## config.mk

```make
export PLATFORM = sky130hd
export DESIGN_NAME = aligned_stack_allocator
export DESIGN_NICKNAME = d
export VERILOG_FILES = /design/src/rtl/core/asa_pkg.sv /design/src/rtl/core/asa_alu.sv /design/src/rtl/core/asa_rec_store.sv /design/src/rtl/core/asa_ctrl.sv /design/src/rtl/core/aligned_stack_allocator.sv
export VERILOG_INCLUDE_DIRS = /design/src /design/src/rtl/core
export SDC_FILE = /design/constraint.sdc
export NUM_CORES = 2
export LEC_CHECK = 0
export BUFFER_PORTS_ARGS = -buffer_cell sky130_fd_sc_hd__buf_4
export CAP_MARGIN = 20
export CELL_PAD_IN_SITES_DETAIL_PLACEMENT = 1
export CELL_PAD_IN_SITES_GLOBAL_PLACEMENT = 1
export CORE_MARGIN = 4
export CORE_UTILIZATION = 40
export DETAILED_ROUTE_END_ITERATION = 16
export MAX_ROUTING_LAYER = met4
export PLACE_DENSITY_LB_ADDON = 0.1
export SYNTH_ARGS = -nofsm -noshare
export SYNTH_HDL_FRONTEND = slang
export SYNTH_SLANG_ARGS = --single-unit
```

## constraint.sdc

```tcl
create_clock -name clk_i -period 13.7 [get_ports clk_i]
set_input_delay 2.055 -clock clk_i [delete_from_list [all_inputs] [get_ports clk_i]]
set_output_delay 2.055 -clock clk_i [all_outputs]
set_load 0.01 [all_outputs]
```

## src/rtl/core/aligned_stack_allocator_assert.svh

```systemverilog
// Assertion helpers shared by the allocator RTL.
// Each macro expects clk_i and rst_ni in scope and is placed on a line of its own.
`ifndef ALIGNED_STACK_ALLOCATOR_ASSERT_SVH
`define ALIGNED_STACK_ALLOCATOR_ASSERT_SVH

// Property that must hold at every clock edge outside reset.
`define ASA_ASSERT(lbl, prop, msg) \
  lbl: assert property (@(posedge clk_i) disable iff (!rst_ni) prop) else $error(msg);

// Condition that must never be seen at a clock edge outside reset.
`define ASA_NEVER(lbl, cond, msg) \
  lbl: assert property (@(posedge clk_i) disable iff (!rst_ni) !(cond)) else $error(msg);

`endif

```

## src/rtl/core/asa_pkg.sv

```systemverilog
`timescale 1ns / 1ps
`default_nettype none

package asa_pkg;

  // Allocator sizing.
  localparam int unsigned HeaderBytes  = 4;
  localparam int unsigned MaxLive      = 16;
  localparam int unsigned OffsetBits   = 24;
  localparam int unsigned MaxAlignLog2 = 12;

  // Derived widths.
  localparam int unsigned IdxW   = $clog2(MaxLive);
  localparam int unsigned DepthW = $clog2(MaxLive + 1);
  localparam int unsigned OffW   = 25;
  localparam int unsigned EndW   = OffW + 1;
  localparam int unsigned AdjW   = MaxAlignLog2 + 1;

  // Largest usable region size.
  localparam logic [OffW-1:0] CapLimit = OffW'(1) << OffsetBits;

  // Item kinds.
  localparam logic [1:0] KindAlloc   = 2'd0;
  localparam logic [1:0] KindDealloc = 2'd1;
  localparam logic [1:0] KindMarker  = 2'd2;
  localparam logic [1:0] KindReset   = 2'd3;

  // Result status codes.
  localparam logic [2:0] StatusOk      = 3'd0;
  localparam logic [2:0] StatusBad     = 3'd1;
  localparam logic [2:0] StatusSpace   = 3'd2;
  localparam logic [2:0] StatusFull    = 3'd3;
  localparam logic [2:0] StatusNotLive = 3'd4;

  // Configuration register indexes.
  localparam logic CfgBase = 1'b0;
  localparam logic CfgCap  = 1'b1;

  typedef struct packed {
    logic [1:0]      kind;
    logic [OffW-1:0] alloc_size;
    logic [3:0]      align_log2;
    logic [31:0]     pointer;
    logic [OffW-1:0] marker;
  } asa_in_t;

  typedef struct packed {
    logic [2:0]      status;
    logic [31:0]     address;
    logic [OffW-1:0] used_bytes;
    logic [OffW-1:0] peak_bytes;
    logic [31:0]     live_count;
    logic [31:0]     total_count;
  } asa_out_t;

  // Region settings as seen by the sequencer.
  typedef struct packed {
    logic [31:0]     base;
    logic [OffW-1:0] cap;
    logic [OffW-1:0] cap_eff;
  } asa_cfg_t;

  // One record: block start offset and returned offset.
  typedef struct packed {
    logic [OffW-1:0] start;
    logic [OffW-1:0] result;
  } asa_rec_t;

  typedef struct packed {
    logic [31:0] a;
    logic [31:0] b;
    logic        cin;
  } asa_alu_req_t;

  typedef struct packed {
    logic [31:0] sum;
    logic        cout;
  } asa_alu_rsp_t;

  typedef struct packed {
    logic            we;
    logic [IdxW-1:0] waddr;
    asa_rec_t        wdata;
    logic            re;
    logic [IdxW-1:0] raddr;
  } asa_rec_cmd_t;

endpackage

`default_nettype wire

```

## src/rtl/core/asa_alu.sv

```systemverilog
`timescale 1ns / 1ps
`default_nettype none

// Shared 32-bit adder with carry in and carry out; subtracts and compares
// are done by the sequencer through inverted operands and carry in.
module asa_alu import asa_pkg::*; (
  input  asa_alu_req_t req_i,
  output asa_alu_rsp_t rsp_o
);

  logic [32:0] sum;

  // Carry-extended sum.
  assign sum = 33'(req_i.a) + 33'(req_i.b) + 33'(req_i.cin);
  assign rsp_o.sum  = sum[31:0];
  assign rsp_o.cout = sum[32];

endmodule

`default_nettype wire

```

## src/rtl/core/asa_rec_store.sv

```systemverilog
`timescale 1ns / 1ps
`default_nettype none

// Record stack storage: one write port, one registered read port.
module asa_rec_store import asa_pkg::*; (
  input  logic         clk_i,
  input  asa_rec_cmd_t cmd_i,
  output asa_rec_t     rdata_o
);

  asa_rec_t mem [MaxLive];
  asa_rec_t rdata_q;

  // Write port.
  always_ff @(posedge clk_i) begin
    if (cmd_i.we) begin
      mem[cmd_i.waddr] <= cmd_i.wdata;
    end
  end

  // Registered read port.
  always_ff @(posedge clk_i) begin
    if (cmd_i.re) begin
      rdata_q <= mem[cmd_i.raddr];
    end
  end

  assign rdata_o = rdata_q;

endmodule

`default_nettype wire

```

## src/rtl/core/asa_ctrl.sv

```systemverilog
`timescale 1ns / 1ps
`default_nettype none

`include "aligned_stack_allocator_assert.svh"

// Sequencer: holds the allocator state and steps each item through the
// shared adder and the record stack.
module asa_ctrl import asa_pkg::*; (
  input  logic         clk_i,
  input  logic         rst_ni,
  input  logic         clear_i,
  input  asa_cfg_t     cfg_i,
  input  logic         in_valid_i,
  output logic         in_ready_o,
  input  asa_in_t      in_data_i,
  output logic         res_valid_o,
  input  logic         res_ready_i,
  output asa_out_t     res_data_o,
  output asa_alu_req_t alu_req_o,
  input  asa_alu_rsp_t alu_rsp_i,
  output asa_rec_cmd_t rec_cmd_o,
  input  asa_rec_t     rec_rdata_i
);

  localparam logic [4:0] StIdle   = 5'd0;
  localparam logic [4:0] StABase  = 5'd1;
  localparam logic [4:0] StAAdj   = 5'd2;
  localparam logic [4:0] StARes   = 5'd3;
  localparam logic [4:0] StAEnd   = 5'd4;
  localparam logic [4:0] StACmp   = 5'd5;
  localparam logic [4:0] StAAddr  = 5'd6;
  localparam logic [4:0] StAPeak  = 5'd7;
  localparam logic [4:0] StALive  = 5'd8;
  localparam logic [4:0] StATotal = 5'd9;
  localparam logic [4:0] StDRead  = 5'd10;
  localparam logic [4:0] StDChk   = 5'd11;
  localparam logic [4:0] StDLive  = 5'd12;
  localparam logic [4:0] StMCmp   = 5'd13;
  localparam logic [4:0] StMRead  = 5'd14;
  localparam logic [4:0] StMChk   = 5'd15;
  localparam logic [4:0] StDone   = 5'd16;

  logic [4:0]        state_q, state_d;
  logic [OffW-1:0]   top_q, top_d;
  logic [OffW-1:0]   peak_q, peak_d;
  logic [31:0]       live_q, live_d;
  logic [31:0]       total_q, total_d;
  logic [DepthW-1:0] depth_q, depth_d;

  logic [OffW-1:0]   size_q, size_d;
  logic [3:0]        alog_q, alog_d;
  logic [31:0]       ptr_q, ptr_d;
  logic [OffW-1:0]   mark_q, mark_d;
  logic [AdjW-1:0]   adj_q, adj_d;
  logic [OffW-1:0]   res_q, res_d;
  logic [EndW-1:0]   end_q, end_d;
  logic [IdxW-1:0]   idx_q, idx_d;
  logic [2:0]        status_q, status_d;
  logic [31:0]       addr_q, addr_d;

  logic              in_accept;
  logic              bad_req;
  logic [AdjW-1:0]   align;
  logic [AdjW-1:0]   align_mask;
  logic [DepthW-1:0] depth_m1;

  assign in_ready_o  = (state_q == StIdle);
  assign in_accept   = in_valid_i && in_ready_o;
  assign res_valid_o = (state_q == StDone);
  assign align       = AdjW'(1) << alog_q;
  assign align_mask  = align - AdjW'(1);
  assign depth_m1    = depth_q - DepthW'(1);

  // Requests that are rejected without any arithmetic.
  assign bad_req = (cfg_i.cap == '0) || (cfg_i.base == '0) ||
                   (in_data_i.alloc_size == '0) ||
                   (in_data_i.align_log2 > 4'(MaxAlignLog2));

  // Sequencer and datapath steering.
  always_comb begin
    state_d   = state_q;
    top_d     = top_q;
    peak_d    = peak_q;
    live_d    = live_q;
    total_d   = total_q;
    depth_d   = depth_q;
    size_d    = size_q;
    alog_d    = alog_q;
    ptr_d     = ptr_q;
    mark_d    = mark_q;
    adj_d     = adj_q;
    res_d     = res_q;
    end_d     = end_q;
    idx_d     = idx_q;
    status_d  = status_q;
    addr_d    = addr_q;
    alu_req_o = '0;
    rec_cmd_o = '0;

    unique case (state_q)
      StIdle: begin
        if (in_accept) begin
          size_d   = in_data_i.alloc_size;
          alog_d   = in_data_i.align_log2;
          ptr_d    = in_data_i.pointer;
          mark_d   = in_data_i.marker;
          addr_d   = '0;
          status_d = StatusOk;
          unique case (in_data_i.kind)
            KindAlloc: begin
              if (bad_req) begin
                status_d = StatusBad;
                state_d  = StDone;
              end else begin
                state_d = StABase;
              end
            end
            KindDealloc: begin
              if (in_data_i.pointer == '0) begin
                state_d = StDone;
              end else if (depth_q == '0) begin
                status_d = StatusNotLive;
                state_d  = StDone;
              end else begin
                idx_d   = depth_m1[IdxW-1:0];
                state_d = StDRead;
              end
            end
            KindMarker: begin
              state_d = StMCmp;
            end
            KindReset: begin
              mark_d  = '0;
              live_d  = '0;
              state_d = StMCmp;
            end
          endcase
        end
      end

      // Absolute address of the top, then the raw alignment gap.
      StABase: begin
        alu_req_o.a = cfg_i.base;
        alu_req_o.b = 32'(top_q);
        adj_d       = (AdjW'(0) - alu_rsp_i.sum[AdjW-1:0]) & align_mask;
        state_d     = StAAdj;
      end

      // Grow the gap in alignment steps until the header fits.
      StAAdj: begin
        if (adj_q < AdjW'(HeaderBytes)) begin
          alu_req_o.a = 32'(adj_q);
          alu_req_o.b = 32'(align);
          adj_d       = alu_rsp_i.sum[AdjW-1:0];
        end else begin
          state_d = StARes;
        end
      end

      StARes: begin
        alu_req_o.a = 32'(top_q);
        alu_req_o.b = 32'(adj_q);
        res_d       = alu_rsp_i.sum[OffW-1:0];
        state_d     = StAEnd;
      end

      StAEnd: begin
        alu_req_o.a = 32'(res_q);
        alu_req_o.b = 32'(size_q);
        end_d       = alu_rsp_i.sum[EndW-1:0];
        state_d     = StACmp;
      end

      // Carry out means the region still covers the new end.
      StACmp: begin
        alu_req_o.a   = 32'(cfg_i.cap_eff);
        alu_req_o.b   = ~(32'(end_q));
        alu_req_o.cin = 1'b1;
        if (!alu_rsp_i.cout) begin
          status_d = StatusSpace;
          state_d  = StDone;
        end else if (depth_q >= DepthW'(MaxLive)) begin
          status_d = StatusFull;
          state_d  = StDone;
        end else begin
          rec_cmd_o.we           = 1'b1;
          rec_cmd_o.waddr        = depth_q[IdxW-1:0];
          rec_cmd_o.wdata.start  = top_q;
          rec_cmd_o.wdata.result = res_q;
          depth_d = depth_q + DepthW'(1);
          top_d   = end_q[OffW-1:0];
          state_d = StAAddr;
        end
      end

      StAAddr: begin
        alu_req_o.a = cfg_i.base;
        alu_req_o.b = 32'(res_q);
        addr_d      = alu_rsp_i.sum;
        state_d     = StAPeak;
      end

      // No carry out means the new top passes the peak.
      StAPeak: begin
        alu_req_o.a   = 32'(peak_q);
        alu_req_o.b   = ~(32'(top_q));
        alu_req_o.cin = 1'b1;
        if (!alu_rsp_i.cout) begin
          peak_d = top_q;
        end
        state_d = StALive;
      end

      // Saturating increments: a carry out means the count is at maximum.
      StALive: begin
        alu_req_o.a   = live_q;
        alu_req_o.cin = 1'b1;
        if (!alu_rsp_i.cout) begin
          live_d = alu_rsp_i.sum;
        end
        state_d = StATotal;
      end

      StATotal: begin
        alu_req_o.a   = total_q;
        alu_req_o.cin = 1'b1;
        if (!alu_rsp_i.cout) begin
          total_d = alu_rsp_i.sum;
        end
        state_d = StDone;
      end

      StDRead: begin
        rec_cmd_o.re    = 1'b1;
        rec_cmd_o.raddr = idx_q;
        state_d         = StDChk;
      end

      // Compare the record's absolute address with the pointer.
      StDChk: begin
        alu_req_o.a = cfg_i.base;
        alu_req_o.b = 32'(rec_rdata_i.result);
        if (alu_rsp_i.sum == ptr_q) begin
          top_d   = rec_rdata_i.start;
          depth_d = DepthW'(idx_q);
          state_d = StDLive;
        end else if (idx_q == '0) begin
          status_d = StatusNotLive;
          state_d  = StDone;
        end else begin
          idx_d   = idx_q - IdxW'(1);
          state_d = StDRead;
        end
      end

      // Decrement that stops at zero.
      StDLive: begin
        if (live_q != '0) begin
          alu_req_o.a = live_q;
          alu_req_o.b = '1;
          live_d      = alu_rsp_i.sum;
        end
        state_d = StDone;
      end

      // Carry out means the marker is not below the top.
      StMCmp: begin
        alu_req_o.a   = 32'(mark_q);
        alu_req_o.b   = ~(32'(top_q));
        alu_req_o.cin = 1'b1;
        if (alu_rsp_i.cout) begin
          state_d = StDone;
        end else begin
          top_d   = mark_q;
          state_d = StMRead;
        end
      end

      StMRead: begin
        if (depth_q == '0) begin
          state_d = StDone;
        end else begin
          rec_cmd_o.re    = 1'b1;
          rec_cmd_o.raddr = depth_m1[IdxW-1:0];
          state_d         = StMChk;
        end
      end

      // Drop the top record while its start is at or above the new top.
      StMChk: begin
        alu_req_o.a   = 32'(rec_rdata_i.start);
        alu_req_o.b   = ~(32'(top_q));
        alu_req_o.cin = 1'b1;
        if (alu_rsp_i.cout) begin
          depth_d = depth_m1;
          state_d = StMRead;
        end else begin
          state_d = StDone;
        end
      end

      StDone: begin
        if (res_ready_i) begin
          state_d = StIdle;
        end
      end

      default: begin
        state_d = StIdle;
      end
    endcase

    // A configuration write restarts the allocator.
    if (clear_i) begin
      top_d   = '0;
      peak_d  = '0;
      live_d  = '0;
      total_d = '0;
      depth_d = '0;
    end
  end

  // Control state.
  always_ff @(posedge clk_i or negedge rst_ni) begin
    if (!rst_ni) begin
      state_q <= StIdle;
      top_q   <= '0;
      peak_q  <= '0;
      live_q  <= '0;
      total_q <= '0;
      depth_q <= '0;
    end else begin
      state_q <= state_d;
      top_q   <= top_d;
      peak_q  <= peak_d;
      live_q  <= live_d;
      total_q <= total_d;
      depth_q <= depth_d;
    end
  end

  // Working registers of the item in flight.
  always_ff @(posedge clk_i) begin
    size_q   <= size_d;
    alog_q   <= alog_d;
    ptr_q    <= ptr_d;
    mark_q   <= mark_d;
    adj_q    <= adj_d;
    res_q    <= res_d;
    end_q    <= end_d;
    idx_q    <= idx_d;
    status_q <= status_d;
    addr_q   <= addr_d;
  end

  assign res_data_o.status      = status_q;
  assign res_data_o.address     = addr_q;
  assign res_data_o.used_bytes  = top_q;
  assign res_data_o.peak_bytes  = peak_q;
  assign res_data_o.live_count  = live_q;
  assign res_data_o.total_count = total_q;

  `ASA_ASSERT(a_top_in_region, top_q <= cfg_i.cap_eff, "top offset lies beyond the region")
  `ASA_ASSERT(a_peak_covers_top, (state_q == StIdle) |-> (peak_q >= top_q), "peak below top")
  `ASA_NEVER(a_rec_overflow, rec_cmd_o.we && (depth_q >= DepthW'(MaxLive)), "record overflow")
  `ASA_ASSERT(a_fail_no_addr, (res_valid_o && (status_q != StatusOk)) |-> (addr_q == '0), "failed item carries an address")
  `ASA_ASSERT(a_accept_starts, in_accept |=> (state_q != StIdle), "accepted item was not started")

endmodule

`default_nettype wire

```

## src/rtl/core/aligned_stack_allocator.sv

```systemverilog
// Channel   Direction  Transfer when           Payload
// in        input      in_valid_i & !in_stall_o   asa_in_t  (kind, size, alignment, pointer, marker)
// out       output     out_valid_o & !out_stall_i asa_out_t (status, address, counts)
// cfg       input      cfg_we_i                   cfg_index_i selects base or capacity
//
// Allocate takes longer when the alignment loop runs; the loop adds one alignment step per
// cycle through the shared adder.
// Deallocate reads and checks records from the top of the stack down until one matches the
// pointer; free-to-marker and reset drop top records while they start at or above the new top.
// Reset clears the region settings and all counts; records need no clearing.
// A waiting result sits in the output register so the next item can transfer in meanwhile.
`timescale 1ns / 1ps
`default_nettype none

module aligned_stack_allocator import asa_pkg::*; (
  input  logic     clk_i,
  input  logic     rst_ni,
  input  logic     in_valid_i,
  output logic     in_stall_o,
  input  asa_in_t  in_data_i,
  output logic     out_valid_o,
  input  logic     out_stall_i,
  output asa_out_t out_data_o,
  input  logic     cfg_we_i,
  input  logic     cfg_index_i,
  input  logic [31:0] cfg_data_i
);

  logic [31:0]     base_q, base_d;
  logic [OffW-1:0] cap_q, cap_d;
  logic            out_valid_q, out_valid_d;
  asa_out_t        out_data_q, out_data_d;

  asa_cfg_t     cfg;
  logic         in_ready;
  logic         res_valid;
  logic         res_ready;
  asa_out_t     res_data;
  asa_alu_req_t alu_req;
  asa_alu_rsp_t alu_rsp;
  asa_rec_cmd_t rec_cmd;
  asa_rec_t     rec_rdata;

  // Region registers.
  always_comb begin
    base_d = base_q;
    cap_d  = cap_q;
    if (cfg_we_i) begin
      unique case (cfg_index_i)
        CfgBase: base_d = cfg_data_i;
        CfgCap:  cap_d  = cfg_data_i[OffW-1:0];
      endcase
    end
  end

  always_ff @(posedge clk_i or negedge rst_ni) begin
    if (!rst_ni) begin
      base_q <= '0;
      cap_q  <= '0;
    end else begin
      base_q <= base_d;
      cap_q  <= cap_d;
    end
  end

  // Capacity limited to the offset range.
  assign cfg.base    = base_q;
  assign cfg.cap     = cap_q;
  assign cfg.cap_eff = (cap_q > CapLimit) ? CapLimit : cap_q;

  asa_ctrl u_ctrl (
    .clk_i       (clk_i),
    .rst_ni      (rst_ni),
    .clear_i     (cfg_we_i),
    .cfg_i       (cfg),
    .in_valid_i  (in_valid_i),
    .in_ready_o  (in_ready),
    .in_data_i   (in_data_i),
    .res_valid_o (res_valid),
    .res_ready_i (res_ready),
    .res_data_o  (res_data),
    .alu_req_o   (alu_req),
    .alu_rsp_i   (alu_rsp),
    .rec_cmd_o   (rec_cmd),
    .rec_rdata_i (rec_rdata)
  );

  asa_alu u_alu (
    .req_i (alu_req),
    .rsp_o (alu_rsp)
  );

  asa_rec_store u_rec_store (
    .clk_i   (clk_i),
    .cmd_i   (rec_cmd),
    .rdata_o (rec_rdata)
  );

  assign in_stall_o = !in_ready;

  // Result register: loads when empty or when its result transfers out.
  assign res_ready = !out_valid_q || !out_stall_i;

  always_comb begin
    out_valid_d = out_valid_q;
    out_data_d  = out_data_q;
    if (res_valid && res_ready) begin
      out_valid_d = 1'b1;
      out_data_d  = res_data;
    end else if (out_valid_q && !out_stall_i) begin
      out_valid_d = 1'b0;
    end
  end

  always_ff @(posedge clk_i or negedge rst_ni) begin
    if (!rst_ni) begin
      out_valid_q <= 1'b0;
    end else begin
      out_valid_q <= out_valid_d;
    end
  end

  always_ff @(posedge clk_i) begin
    out_data_q <= out_data_d;
  end

  assign out_valid_o = out_valid_q;
  assign out_data_o  = out_data_q;

endmodule

`default_nettype wire

```

Word-level counts from Yosys, hierarchy flattened

Memories as Yosys holds them, arrays and structs flattened. A register that Yosys moved wholly into a read port is not among the register bits.
Cells that the tools add are included.

Bits in registers: 520
Bits in latches: 0
RAM bits: 800
ROM bits: 0
Input port bits: 126
Output and inout port bits: 151
Logic and storage cells: 204
Memories: 1

Add/subtract/negate cells: 7
$mul: 0
Div/mod/pow operators: 0
$lt $le $gt $ge: 4
Equal/unequal tests: 41
Shift operators: 1
Mux-type cells: 74
Bitwise logic cells: 4
Reductions and logical operators: 47

Memory list:

| memory          | words | width | read ports | clocked after memory_dff | write ports | line                | source |
|---|---|---|---|---|---|---|---|
| u_rec_store.mem | 16    | 50    | 1          | 1                        | 1           | asa_rec_store.sv:11 | `asa_rec_t mem [MaxLive];` |

Operators by type and width:

| cell                                                            | number |
|---|---|
| 32-bit case mux with 11 select lines                            | 1 |
| 32-bit case mux with 9 select lines                             | 1 |
| 32-bit two-way mux                                              | 8 |
| 25-bit two-way mux                                              | 9 |
| 55-bit two-way mux                                              | 3 |
| 32-bit case mux with 3 select lines                             | 1 |
| 5-bit two-way mux                                               | 19 |
| 5-bit case mux with 16 select lines                             | 1 |
| 25-bit case mux with 3 select lines                             | 1 |
| 32-bit zero test                                                | 2 |
| 64-bit two-way mux                                              | 1 |
| 32-bit case mux with 2 select lines                             | 1 |
| 25-bit zero test                                                | 2 |
| 45-bit two-way mux                                              | 1 |
| 5-bit by 4-bit == test with 1-bit output, second input constant | 8 |
| 32-bit by 32-bit adder with 33-bit output                       | 1 |
| 33-bit by 1-bit adder with 33-bit output                        | 1 |
| 32-bit == test                                                  | 1 |
| 25-bit inverter with 32-bit output                              | 1 |
| 26-bit inverter with 32-bit output                              | 1 |
| 32-bit nonzero test                                             | 1 |
| 5-bit case mux with 3 select lines                              | 2 |
| 13-bit case mux with 2 select lines                             | 1 |
| 25-bit greater-than comparator, second input constant           | 1 |
| 45 further kinds                                                | 109 |

Logic depth before layout (Yosys ltp)

Word-level depth: 9
Depth in mapped cells: 25
Gate-level depth less buffers: 21

Cells and area by module

Synthesis repeated with hierarchy kept, for this count alone.

Cell total of the unflattened synthesis: 3369
Area, all modules: 56533.0 µm²

Modules (own cells, without submodules):

| module                  | instances | cells an instance | area each (µm²) | sequential area each (µm²) |
|---|---|---|---|---|
| asa_rec_store           | 1         | 1294              | 31411.4         | 25524.5 |
| asa_ctrl                | 1         | 1513              | 16311.9         | 8778.4 |
| aligned_stack_allocator | 1         | 303               | 6955.4          | 5925.7 |
| asa_alu                 | 1         | 259               | 1854.3          | 0.0 |

Worst setup path after synthesis

Ideal clock, no wire load.

Path type: register -> register
From: register u_ctrl.state_q[0]
To: memory u_rec_store.mem[12][0] in the netlist's numbering (enable)
Setup time: 0.582 ns
Arrival time: 9.542 ns
Data required time: 13.118 ns
Setup slack: 3.576 ns
Stages on the path, launching flop included: 18
Buffers on the path: 2
Clock period less this slack: 10.124 ns
Path through: dfrtp_1 -> clkbuf_1 -> nor4_1 -> clkbuf_1 -> a22oi_1 -> nand3_1 -> a221oi_1 -> fa_1 -> inv_1 -> fa_1 -> a211oi_4 -> o211a_2 -> o211ai_2 -> a211oi_1 -> o21bai_1 -> a21o_1 -> nand3_1 -> nor4_1

Word-level cells in the longest chain between the ends: 9
Elaborated cells between the ends (all ways): 25
Classes of those cells: 2 x add/sub; 13 x eq/ne; 7 x mux; 3 x reduce/logical

RTL lines:

| what                                                                                        | line                | source |
|---|---|---|
| start: declaration                                                                          | asa_ctrl.sv:43      | `logic [4:0] state_q, state_d;` |
| start signal: assignment                                                                    | asa_ctrl.sv:326     | `state_q <= StIdle;` |
| start signal: assignment                                                                    | asa_ctrl.sv:333     | `state_q <= state_d;` |
| 5-bit by 1-bit == test with 1-bit output (tied with other cells)                            | asa_ctrl.sv:100     | `unique case (state_q)` |
| 3-bit OR reduction (no line)                                                                | --                  |  |
| 32-bit case mux with 11 select lines or 32-bit case mux with 9 select lines (tied branches) | asa_ctrl.sv:100     |  |
| 32-bit by 32-bit adder with 33-bit output                                                   | asa_alu.sv:14       | `assign sum = 33'(req_i.a) + 33'(req_i.b) + 33'(req_i.cin);` |
| 33-bit by 1-bit adder with 33-bit output                                                    | asa_alu.sv:14       |  |
| 55-bit two-way mux                                                                          | asa_ctrl.sv:179     | `if (!alu_rsp_i.cout) begin` |
| 55-bit two-way mux *                                                                        | asa_ctrl.sv:100     |  |
| 1-bit two-way mux                                                                           | asa_rec_store.sv:16 | `if (cmd_i.we) begin` |
| 1-bit two-way mux (not written as such)                                                     | asa_rec_store.sv:17 | `mem[cmd_i.waddr] <= cmd_i.wdata;` |
| end: declaration                                                                            | asa_rec_store.sv:11 |  |

Every way passes the cells marked *; elsewhere a longest branch is shown, timed or not.

Worst setup path after layout

From: register u_ctrl.live_q[25]
To: memory u_rec_store.mem[11][29] in the netlist's numbering (enable)

Word-level cells in the longest chain between the ends: 9
Elaborated cells between the ends (all ways): 10
Classes of those cells: 2 x add/sub; 7 x mux; 1 x reduce/logical

RTL lines:

| what                                                                                        | line                | source |
|---|---|---|
| start: declaration                                                                          | asa_ctrl.sv:46      | `logic [31:0] live_q, live_d;` |
| start signal: assignment                                                                    | asa_ctrl.sv:336     | `live_q <= live_d;` |
| 32-bit nonzero test                                                                         | asa_ctrl.sv:258     | `if (live_q != '0) begin` |
| 64-bit two-way mux                                                                          | asa_ctrl.sv:258     |  |
| 32-bit case mux with 11 select lines or 32-bit case mux with 9 select lines (tied branches) | asa_ctrl.sv:100     |  |
| 32-bit by 32-bit adder with 33-bit output *                                                 | asa_alu.sv:14       |  |
| 33-bit by 1-bit adder with 33-bit output *                                                  | asa_alu.sv:14       |  |
| 55-bit two-way mux *                                                                        | asa_ctrl.sv:179     |  |
| 55-bit two-way mux *                                                                        | asa_ctrl.sv:100     |  |
| 1-bit two-way mux                                                                           | asa_rec_store.sv:16 |  |
| 1-bit two-way mux (not written as such)                                                     | asa_rec_store.sv:17 |  |

Marks and branches as above.

==> results by group <==
Timing
  – Tcrit/Tclk final: approximately 64%
  – Final hold violation count: 0
  – RSZ-0062 raised after global routing: false
  – Max-slew headroom: between 20% and 30%
  – Worst-Margin Slew: approximately 1100 ps
  – Setup violators final: 0
  – Fin Clk Skew: 38.4 ps
  – Final slew viol count: 0
  – Final setup TNS: 0 ps
  – Min Tclk post-route: about 9000 ps
  – Hold Slack: 420 ps
  – Fmax: 0.114 GHz

Routing
  – Routed WL per cell: roughly 33 µm
  – Final Routed Wirelength: roughly 220,000 µm
  – Routed Antenna Nets: 0
  – Drt via density: 6.08
  – Drt first pass iters: 6
  – DRC viols: 0
  – Drt first-iter violations: about 4,300
  – Via count: ~40,000

Pwr
  – Pwr dens: 180 nW/µm²
  – Power Total: between 0.01 and 0.015 W
  – Cell leakage power: between 20 and 30 nW
  – Worst vdd ir: 0.111 mV

Floorplan
  – Core area: between 100,000 and 150,000 µm²
  – Row count: between 100 and 150
  – I/O Pins: 277
  – Die Width: 392 µm
  – Initial Utilization: about two fifths
  – Die height: about 390 µm
  – Die area: approximately 150,000 µm²

Cells and area
  – Nets: about 4,900
  – Area growth from synthesis to layout: 15.7%
  – Most frequent cells in the layout: 1,188 x edfxtp_1, 372 x buf_4, 364 x nand2_1
  – Share of cells above drive strength 1: between 10% and 20%
  – Fillers: 14,791
  – Final Util: roughly 47%
  – Reg area: roughly 40,000 µm²
  – Fin cells: around 6,700
  – Commonest non-fill, non-tap cell in the layout: edfxtp_1
  – Area of the multi-input gates: 17,700 µm²

Clock network
  – Clk pin slew, worst setup/hold paths: roughly 60 ps
  – CTS tree: done
  – # hold bufs at CTS: 0
  – Clock Tree Buf Depth: 3
  – CTS root buf: clkbuf_16
  – Clk Latency, worst-skew pair: around 800 ps
  – # clock sinks: 1,370
  – H-tree depth: 4
  – Num CTS Buffers: around 150
  – Resize count post-CTS: 0
  – Post-CTS Setup Bufs: 0

Synth
  – Post-synth net total: approximately 4,600
  – Most frequently used flop master after synthesis: edfxtp_1
  – Post-synth top area share: 60.4%
  – Synthesis Warnings: 0
  – Top post-synthesis cells by area: edfxtp_1 60%, dfrtp_1 7.7%, mux2i_1 2.7%
  – Cell area after synthesis: about 59,000 µm²
  – Ys async rst share: between 10% and 20%
  – Register bit total from synthesis: 1,370
  – Cell taking the most area after synthesis: edfxtp_1
  – Mapped Cells: approximately 4,500
  – Post-synth EDFFs: 1,188
  – Count of different cell masters after synthesis: 88
  – Mapped Avg Cell Area: 13.2 µm²
  – Sequential area share after synthesis: about two thirds

Placement
  – HPWL after detailed placement: 148,000 µm
  – DP Cell Count: between 6,000 and 7,000
  – Final Wtd Congestion: 0.958
  – I/O Buffers: between 200 and 300

Critical path
  – Buf+Inv Stages, Crit Path: 3
  – Critical path's top delay family: simple AND/OR/NAND/NOR gates
  – CP dominant cell by count: buf_4
  – CP Cell Sequence: nor4_1 -> nand4_1 -> nor2_1 -> or3_1 -> buf_4 -> nand2_1 -> a2111oi_0 -> o21ai_0 -> ha_1 -> nand2_1 -> a211o_1 -> o211ai_2 -> a211oi_1 -> o21bai_1 -> a21oi_1 -> nor2_4 -> buf_4 -> nand3b_1 -> nor2_4 -> buf_4
  – Setup crit start kind: flop
  – Slowest stage cell, crit path: nor4_1
  – Slowest stage delay, CP: roughly 950 ps
  – Required time of the critical path: 14,110 ps
  – Worst setup EP type: flop
  – Worst Path Max Fanout: 54
  – Worst Setup Path Type: flop to flop
  – CP Data Arrival Time: between 9000 and 10,000 ps

Global route
  – Vias in the first global route: approximately 40,000
  – First-pass GRT wire length: 314,000 µm
  – Grt ovf: 0
  – Pin count of the biggest net entering global routing: between 100 and 150
  – Initial antenna violation count: 17
  – Total Routing Usage GR: between 20% and 30%

Flow run
  – Max cap viols: 0

Min path
  – Min-Delay Path Class: flop to flop

Outcome
  – Run status: finished clean
power breakdown:
part           switching (W)  internal [W]  total [W]
Combinational        0.00228      0.000910    0.00319
Clock                0.00171       0.00225    0.00396
Sequential          0.000257       0.00489    0.00515
final cells by class:
class                      count  share of cell area, %
antenna                        5                 0.0183
clock inverter                85                   1.12
tap                         1917                   3.51
multi-input combinational   2728                   26.0
timing repair buffer         379                   4.27
clock buffer                 187                   5.91
inverter                      55                  0.302
sequential                  1370                   58.9
layer usage:
layer	global-route usage, %	vias up	wire length (µm)
met5	-	-	0
met4	9.85	0	8380
met3	4.66	341	16100
met2	44.7	1652	101000
met1	40.9	21360	97000
li1	-	17566	-
final timing paths:
| path | start | end | slack [ps] | cells past startpoint |
|---|---|---|---|---|
| max | u_ctrl.live_q[25]$_DFFE_PN0P_ | u_rec_store.mem[11][29]$_DFFE_PP_ | 4900 | 20 |
| min in group asynchronous | rst_ni | u_ctrl.live_q[21]$_DFFE_PN0P_ | 1340 | 1 |
| min reg2reg | u_ctrl.addr_q[27]$_SDFFCE_PP0P_ | out_data_o[141]$_DFFE_PP_ | 420 | 0 |
| max in group asynchronous | rst_ni | u_ctrl.peak_q[4]$_DFFE_PN0P_ | 10340 | 3 |
| min | u_ctrl.addr_q[27]$_SDFFCE_PP0P_ | out_data_o[141]$_DFFE_PP_ | 420 | 0 |
| max reg2reg | u_ctrl.live_q[25]$_DFFE_PN0P_ | u_rec_store.mem[11][29]$_DFFE_PP_ | 4900 | 20 |
registers in the layout, indices dropped and copies added, names as in the netlist, 5 cells and up:
register,count
u_ctrl.addr_q,32
u_ctrl.ptr_q,32
u_ctrl.top_q,25
out_data_o,149
u_rec_store.mem,800
u_rec_store.rdata_o,50
u_ctrl.res_q,25
u_ctrl.adj_q,13
u_ctrl.live_q,32
u_ctrl.end_q,26
base_q,32
u_ctrl.state_q,5
u_ctrl.depth_q,5
u_ctrl.total_q,32
u_ctrl.peak_q,25
cap_q,25
u_ctrl.mark_q,25
u_ctrl.size_q,25
Yosys cell counts, types with 53 or more instances:
| cell | number |
|---|---|
| inv_1 | 53 |
| a21oi_1 | 255 |
| or3_1 | 108 |
| nand3_1 | 55 |
| o211ai_1 | 164 |
| mux2i_1 | 159 |
| edfxtp_1 | 1188 |
| nor3_1 | 194 |
| o21ai_0 | 259 |
| mux2_2 | 115 |
| dfrtp_1 | 182 |
| nand2_1 | 369 |
| a311oi_1 | 53 |
| a22oi_1 | 95 |
| nor2_1 | 296 |
| and2_1 | 88 |
| clkbuf_1 | 280 |
stage by stage:
stage | setup slack (ps) | area (µm²)
final | 4900 | 68300
after detailed placement | 5100 | 63500
after global routing | 4800 | 68300
after floorplan | 3580 | 59000
after CTS | 5050 | 68300
after global placement | 5040 | 63400
cells by family (layout without fill, tap and decap cells):
group	Yosys count	after routing	synth area share, %
DFF	1370	1370	68.2
and+or+nand+nor	1278	1278	10.3
AOI/OAI and AO/OA	1060	1060	11.7
buffers and inverters	365	706	2.38
muxes	294	294	5.40
xor gates and xnor gates	58	58	1.16
adders and majority gates	38	38	0.831
other	0	5	0
(Power assumes the default switching activity.)
